### src/ktss_pkg.sv
package ktss_pkg;

    localparam int KEY_W           = 64;
    localparam int CMD_W           = 2;
    localparam int IDX_W           = 10;
    localparam int TABLE_DEPTH_DEF = 1024;

    typedef logic [IDX_W-1:0] t_index;

    typedef enum logic [CMD_W-1:0] {
        CMD_CLEAR  = 2'd0,
        CMD_LOAD   = 2'd1,
        CMD_SORT   = 2'd2,
        CMD_SEARCH = 2'd3
    } t_cmd;

    // Datapath operations, one per controller step
    typedef enum logic [4:0] {
        OP_NOP,
        OP_ACCEPT,
        OP_CLEAR,
        OP_LOAD,
        OP_SRCH_INIT,
        OP_SRCH_RD,
        OP_SRCH_CMP,
        OP_SORT_INIT,
        OP_POP,
        OP_POP_TAKE,
        OP_PIVOT,
        OP_RDJ,
        OP_CMPJ,
        OP_SWPA,
        OP_SWPB,
        OP_FIN_WA,
        OP_FIN_WB,
        OP_PUSH_L,
        OP_PUSH_R,
        OP_EMIT
    } t_dp_op;

    typedef enum logic [4:0] {
        ST_IDLE,
        ST_CLEAR,
        ST_LOAD,
        ST_SRCH_INIT,
        ST_SRCH_RD,
        ST_SRCH_CMP,
        ST_SORT_INIT,
        ST_POP,
        ST_POP_TAKE,
        ST_PIVOT,
        ST_RDJ,
        ST_CMPJ,
        ST_SWPA,
        ST_SWPB,
        ST_FIN_WA,
        ST_FIN_WB,
        ST_PUSH_L,
        ST_PUSH_R,
        ST_EMIT
    } t_state;

    typedef struct packed {
        logic count_lt2;
        logic srch_open;
        logic hit;
        logic sp_zero;
        logic j_at_hi;
        logic swap_need;
    } t_dp_stat;

endpackage

### src/ktss_ctrl.sv
module ktss_ctrl (
    input  logic                       i_clk,
    input  logic                       i_rst_n,
    input  logic                       i_in_valid,
    output logic                       o_in_ready,
    input  logic [ktss_pkg::CMD_W-1:0] i_cmd,
    input  logic                       i_out_ready,
    output logic                       o_out_valid,
    output ktss_pkg::t_dp_op           o_op,
    input  ktss_pkg::t_dp_stat         i_stat
);

    ktss_pkg::t_state r_state, n_state;
    logic             r_out_valid, n_out_valid;
    logic             slot_free;

    assign slot_free   = !r_out_valid || i_out_ready;
    assign o_out_valid = r_out_valid;

    // Next state
    always_comb begin
        n_state = r_state;
        unique case (r_state)
            ktss_pkg::ST_IDLE: begin
                if (i_in_valid) begin
                    unique case (ktss_pkg::t_cmd'(i_cmd))
                        ktss_pkg::CMD_CLEAR:  n_state = ktss_pkg::ST_CLEAR;
                        ktss_pkg::CMD_LOAD:   n_state = ktss_pkg::ST_LOAD;
                        ktss_pkg::CMD_SORT:   n_state = ktss_pkg::ST_SORT_INIT;
                        ktss_pkg::CMD_SEARCH: n_state = ktss_pkg::ST_SRCH_INIT;
                        default:              n_state = ktss_pkg::ST_IDLE;
                    endcase
                end
            end
            ktss_pkg::ST_CLEAR:     n_state = ktss_pkg::ST_EMIT;
            ktss_pkg::ST_LOAD:      n_state = ktss_pkg::ST_EMIT;
            ktss_pkg::ST_SRCH_INIT: n_state = ktss_pkg::ST_SRCH_RD;
            ktss_pkg::ST_SRCH_RD: begin
                n_state = i_stat.srch_open ? ktss_pkg::ST_SRCH_CMP : ktss_pkg::ST_EMIT;
            end
            ktss_pkg::ST_SRCH_CMP: begin
                n_state = i_stat.hit ? ktss_pkg::ST_EMIT : ktss_pkg::ST_SRCH_RD;
            end
            ktss_pkg::ST_SORT_INIT: begin
                n_state = i_stat.count_lt2 ? ktss_pkg::ST_EMIT : ktss_pkg::ST_POP;
            end
            ktss_pkg::ST_POP: begin
                n_state = i_stat.sp_zero ? ktss_pkg::ST_EMIT : ktss_pkg::ST_POP_TAKE;
            end
            ktss_pkg::ST_POP_TAKE:  n_state = ktss_pkg::ST_PIVOT;
            ktss_pkg::ST_PIVOT:     n_state = ktss_pkg::ST_RDJ;
            ktss_pkg::ST_RDJ: begin
                n_state = i_stat.j_at_hi ? ktss_pkg::ST_FIN_WA : ktss_pkg::ST_CMPJ;
            end
            ktss_pkg::ST_CMPJ: begin
                n_state = i_stat.swap_need ? ktss_pkg::ST_SWPA : ktss_pkg::ST_RDJ;
            end
            ktss_pkg::ST_SWPA:      n_state = ktss_pkg::ST_SWPB;
            ktss_pkg::ST_SWPB:      n_state = ktss_pkg::ST_RDJ;
            ktss_pkg::ST_FIN_WA:    n_state = ktss_pkg::ST_FIN_WB;
            ktss_pkg::ST_FIN_WB:    n_state = ktss_pkg::ST_PUSH_L;
            ktss_pkg::ST_PUSH_L:    n_state = ktss_pkg::ST_PUSH_R;
            ktss_pkg::ST_PUSH_R:    n_state = ktss_pkg::ST_POP;
            ktss_pkg::ST_EMIT: begin
                if (slot_free) begin
                    n_state = ktss_pkg::ST_IDLE;
                end
            end
            default:                n_state = ktss_pkg::ST_IDLE;
        endcase
    end

    // Outputs per state
    always_comb begin
        o_in_ready = 1'b0;
        o_op       = ktss_pkg::OP_NOP;
        unique case (r_state)
            ktss_pkg::ST_IDLE: begin
                o_in_ready = 1'b1;
                o_op       = i_in_valid ? ktss_pkg::OP_ACCEPT : ktss_pkg::OP_NOP;
            end
            ktss_pkg::ST_CLEAR:     o_op = ktss_pkg::OP_CLEAR;
            ktss_pkg::ST_LOAD:      o_op = ktss_pkg::OP_LOAD;
            ktss_pkg::ST_SRCH_INIT: o_op = ktss_pkg::OP_SRCH_INIT;
            ktss_pkg::ST_SRCH_RD:   o_op = ktss_pkg::OP_SRCH_RD;
            ktss_pkg::ST_SRCH_CMP:  o_op = ktss_pkg::OP_SRCH_CMP;
            ktss_pkg::ST_SORT_INIT: o_op = ktss_pkg::OP_SORT_INIT;
            ktss_pkg::ST_POP:       o_op = ktss_pkg::OP_POP;
            ktss_pkg::ST_POP_TAKE:  o_op = ktss_pkg::OP_POP_TAKE;
            ktss_pkg::ST_PIVOT:     o_op = ktss_pkg::OP_PIVOT;
            ktss_pkg::ST_RDJ:       o_op = ktss_pkg::OP_RDJ;
            ktss_pkg::ST_CMPJ:      o_op = ktss_pkg::OP_CMPJ;
            ktss_pkg::ST_SWPA:      o_op = ktss_pkg::OP_SWPA;
            ktss_pkg::ST_SWPB:      o_op = ktss_pkg::OP_SWPB;
            ktss_pkg::ST_FIN_WA:    o_op = ktss_pkg::OP_FIN_WA;
            ktss_pkg::ST_FIN_WB:    o_op = ktss_pkg::OP_FIN_WB;
            ktss_pkg::ST_PUSH_L:    o_op = ktss_pkg::OP_PUSH_L;
            ktss_pkg::ST_PUSH_R:    o_op = ktss_pkg::OP_PUSH_R;
            ktss_pkg::ST_EMIT: begin
                o_op = slot_free ? ktss_pkg::OP_EMIT : ktss_pkg::OP_NOP;
            end
            default:                o_op = ktss_pkg::OP_NOP;
        endcase
    end

    // Hold the result word until taken
    always_comb begin
        n_out_valid = r_out_valid;
        if (r_state == ktss_pkg::ST_EMIT && slot_free) begin
            n_out_valid = 1'b1;
        end else if (i_out_ready) begin
            n_out_valid = 1'b0;
        end
    end

    always_ff @(posedge i_clk) begin
        if (!i_rst_n) begin
            r_state     <= ktss_pkg::ST_IDLE;
            r_out_valid <= 1'b0;
        end else begin
            r_state     <= n_state;
            r_out_valid <= n_out_valid;
        end
    end

endmodule

### config.mk
export PLATFORM = sky130hd
export DESIGN_NAME = ktss_ctrl
export DESIGN_NICKNAME = d
export VERILOG_FILES = /design/src/ktss_pkg.sv /design/src/ktss_ctrl.sv
export SDC_FILE = /design/constraint.sdc
export NUM_CORES = 1
export LEC_CHECK = 0
export BUFFER_PORTS_ARGS = -buffer_cell sky130_fd_sc_hd__buf_2
export CORE_AREA = 2 2 48 50
export DETAILED_ROUTE_END_ITERATION = 10
export DIE_AREA = 0 0 50 52
export HOLD_SLACK_MARGIN = 0.12
export SLEW_MARGIN = 20
export SYNTH_ARGS = -nofsm -noshare
export SYNTH_HDL_FRONTEND = slang
export SYNTH_SLANG_ARGS = --single-unit
### constraint.sdc
create_clock -name i_clk -period 1.7 [get_ports i_clk]
set_input_delay 0.17 -clock i_clk [delete_from_list [all_inputs] [get_ports i_clk]]
set_output_delay 0.17 -clock i_clk [all_outputs]
set_load 0.05 [all_outputs]
==> results.sh <==
export IMPL_status="finished with violations"
export IMPL_violations="negative setup slack"
export IMPL_critical_path_slowest_cell="or4_1"
export IMPL_fmax_mhz=578.8
export IMPL_die_x_um=50
export IMPL_cts_buffers=3
export IMPL_rsz0062_at_grt="yes"
export IMPL_num_antenna_cells=0
export IMPL_fp_dieH_um=52
export IMPL_fillers=198
export IMPL_nets=140
export IMPL_core_um2=2106
export IMPL_timing_final_crit_share_pct=101.6
export IMPL_ios=19
export IMPL_min_period_ns=1.728
export IMPL_cap_violations=0
export IMPL_drv_slew=0
export IMPL_ys_async_sr_fraction_pct=0
export IMPL_hold_path_class="in2reg"
export IMPL_cts_tree="yes"
export IMPL_synth_edf_count=0
export IMPL_syn_cell_area_um2=695.7
export IMPL_clk_latency_ns=0.24
export IMPL_htreeDepth=1
export IMPL_grt_max_degree=14
export IMPL_vdd_drop_max_uv=723.6
export IMPL_synth_nets=107
export IMPL_hold_slack_ns=0.1880
export IMPL_gp_congestion=0.8195
export IMPL_overflow=0
export IMPL_drtIter0Drc=17
export IMPL_fp_row_count=17
export IMPL_start_util_pct=33.04
export IMPL_syn_to_final_growth_pct=46.04
export IMPL_critPathKind="reg2out"
export IMPL_port_buffers=18
export IMPL_cp_max_fo=4
export IMPL_power_per_cell_area_nw_per_um2=1854
export IMPL_arrival_ns=1.56
export IMPL_slowest_delay_ns=0.40
export IMPL_cts_buffer_depth=2
export IMPL_synth_cell_types=45
export IMPL_worst_setup_path_end_kind="output port"
export IMPL_cts_root_buffer="clkbuf_4"
export IMPL_cts_reportedPaths_clkPinSlew_ns=0.05
export IMPL_antenna_found_initial=0
export IMPL_dp_slack_ns=0.09336
export IMPL_ant_nets=0
export IMPL_fin_ws_ns=-0.02775
export IMPL_synth_yosys_seq_area_share_pct=17.27
export IMPL_cts_sinks=6
export IMPL_hold_buffers=0
export IMPL_dpl_cell_area_um2=914.6
export IMPL_setup_viol=1
export IMPL_required_ns=1.53
export IMPL_netlist_instances=93
export IMPL_vias=812
export IMPL_p_leak_nw=0.4432
export IMPL_dieArea_um2=2600
export IMPL_ys_warn_count=0
export IMPL_post_drt_wl_per_cell_um=13.04
export IMPL_yosys_register_bits=6
export IMPL_wl_um=1982
export IMPL_drtPass1Iterations=4
export IMPL_maxSlewHeadroom_pct=74.83
export IMPL_power_total_w=0.001884
export IMPL_cp_start_kind="flip-flop"
export IMPL_grt_pass1_vias=745
export IMPL_drc=0
export IMPL_detailed_place_hpwl_um=1505
export IMPL_fin_skew_ns=0.003038
export IMPL_synthFlopType="dfxtp_1"
export IMPL_tightest_slew_ns=0.3743
export IMPL_grt_pass1_wl_um=3208
export IMPL_postLayoutCellArea_um2=1016
export IMPL_layout_drive_gt1_share_pct=47.58
export IMPL_grtUsageTotal_pct=16.05
export IMPL_hold_viol=0
export IMPL_routed_via_density=5.342
export IMPL_synth_area_per_cell_um2=7.480
export IMPL_crit_chain="or2_1, or4_1, nand2_1, o22ai_2, buf_6"
==> final timing paths <==
path | startpoint | end | slack (ns) | depth (start not counted)
hold / removal | i_rst_n | r_state[4] | 0.19 | 2
hold reg to reg | o_out_valid | o_out_valid | 0.53 | 2
setup reg to reg | r_state[1] | r_state[2] | 0.02 | 6
setup / recovery | r_state[1] | o_op[0] | -0.03 | 5
==> repair_timing <==
item,CTS,global route
gates resized for setup,11,7
setup buffers,4,0
cloned,0,0
setup endpoints to repair,5,7
pin swaps,0,3
==> through the flow <==
| stage | util, % | setup TNS (ns) | instances |
|---|---|---|---|
| 5_1_grt | 48.25 | -0.1069 | 152 |
| 4_1_cts | 47.24 | -0.02868 | 152 |
| 2_1_floorplan | - | -0.07987 | 93 |
| 3_5_place_dp | 43.43 | 0 | 145 |
| 3_3_place_gp | 43.43 | 0 | 145 |
| 6_report | 48.25 | -0.02775 | 152 |
==> flip-flops by register name (all words and copies together) (netlist names) <==
register     count
r_state          5
o_out_valid      1
==> cell usage in the layout, fill, tap and decap left out, types with 2 or more instances in the layout <==
cell type  synthesis  routed
dfxtp_2            0       2
buf_6              1       2
inv_1              5       5
nor2_1             7       6
a211oi_1           2       2
ha_1               2       2
a21oi_1            5       4
o31a_1             2       2
o31ai_1            2       2
nor4_1             2       2
nand2b_1           4       4
dfxtp_4            0       3
mux2_2             2       2
nor2b_1            2       2
nor3_1             3       2
buf_2              7      14
nand3_1            4       4
o21ai_0            2       2
clkbuf_4           0       5
buf_4              0      19
nand2_1            4       4
==> critical path, delay by kind of cell, from the launching register on <==
family | cells | cell delay (ns)
buffers and inverters | 1 | 0.16
AND/OR/NAND/NOR | 3 | 0.73
AO/OA/AOI/OAI | 1 | 0.08
flip-flops | 1 | 0.35
==> cell usage after synthesis (all sizes together), types with 2 or more instances <==
library cell  n  share of area (%)
dfxtp         6                 17
a21oi         5                3.6
nor2          7                3.8
o22ai         2                1.8
nand3         4                2.9
o21ai         2                1.4
nand2b        4                3.6
nand2         4                2.2
o31ai         2                2.2
mux2          2                3.2
ha            2                3.6
o31a          2                2.5
nor4          2                1.8
a211o         2                2.7
nor4b         2                2.5
nor2b         2                1.8
nor3b         2                2.2
a211oi        3                4.0
buf           8                6.7
or2           3                2.7
inv           5                2.7
nor3          3                2.2
==> cell type report <==
type / count / area [µm²] / share of cell area (%)
Timing Repair Buffer: 37 / 250.2 / 24.63
Tap cell: 28 / 35.03 / 3.448
Clock buffer: 3 / 22.52 / 2.217
Multi-Input combinational cell: 73 / 555.5 / 54.68
Inverter: 5 / 18.77 / 1.847
Sequential cell: 6 / 133.9 / 13.18
==> metal layers <==
layer  vias up  GRT usage, %  share of wire (%)
met1       383         20.00                 46
li1        410             -                  -
met4         0         6.944               0.45
met3         2         1.724                3.1
met5         -             0                  0
met2        17         27.85                 50
==> cells by family (layout without fill, tap and decap cells) <==
logic type                 Yosys count  in the layout  share of synthesized area [%]
xor gates and xnor gates             2              2                          2.518
adders and majority gates            2              2                          3.597
DFF                                  6              6                          17.27
muxes                                2              2                          3.237
buffers and inverters               14             45                          9.891
and+or+nand+nor                     40             40                          33.99
AOI/OAI and AO/OA                   27             27                          29.50
==> power breakdown <==
group / internal, W / switching, W
registers: 0.000205 / 0.0000922
clock network: 0.0000798 / 0.0000510
logic: 0.000635 / 0.000822
Note: power is estimated with default switching activity, not from simulation.
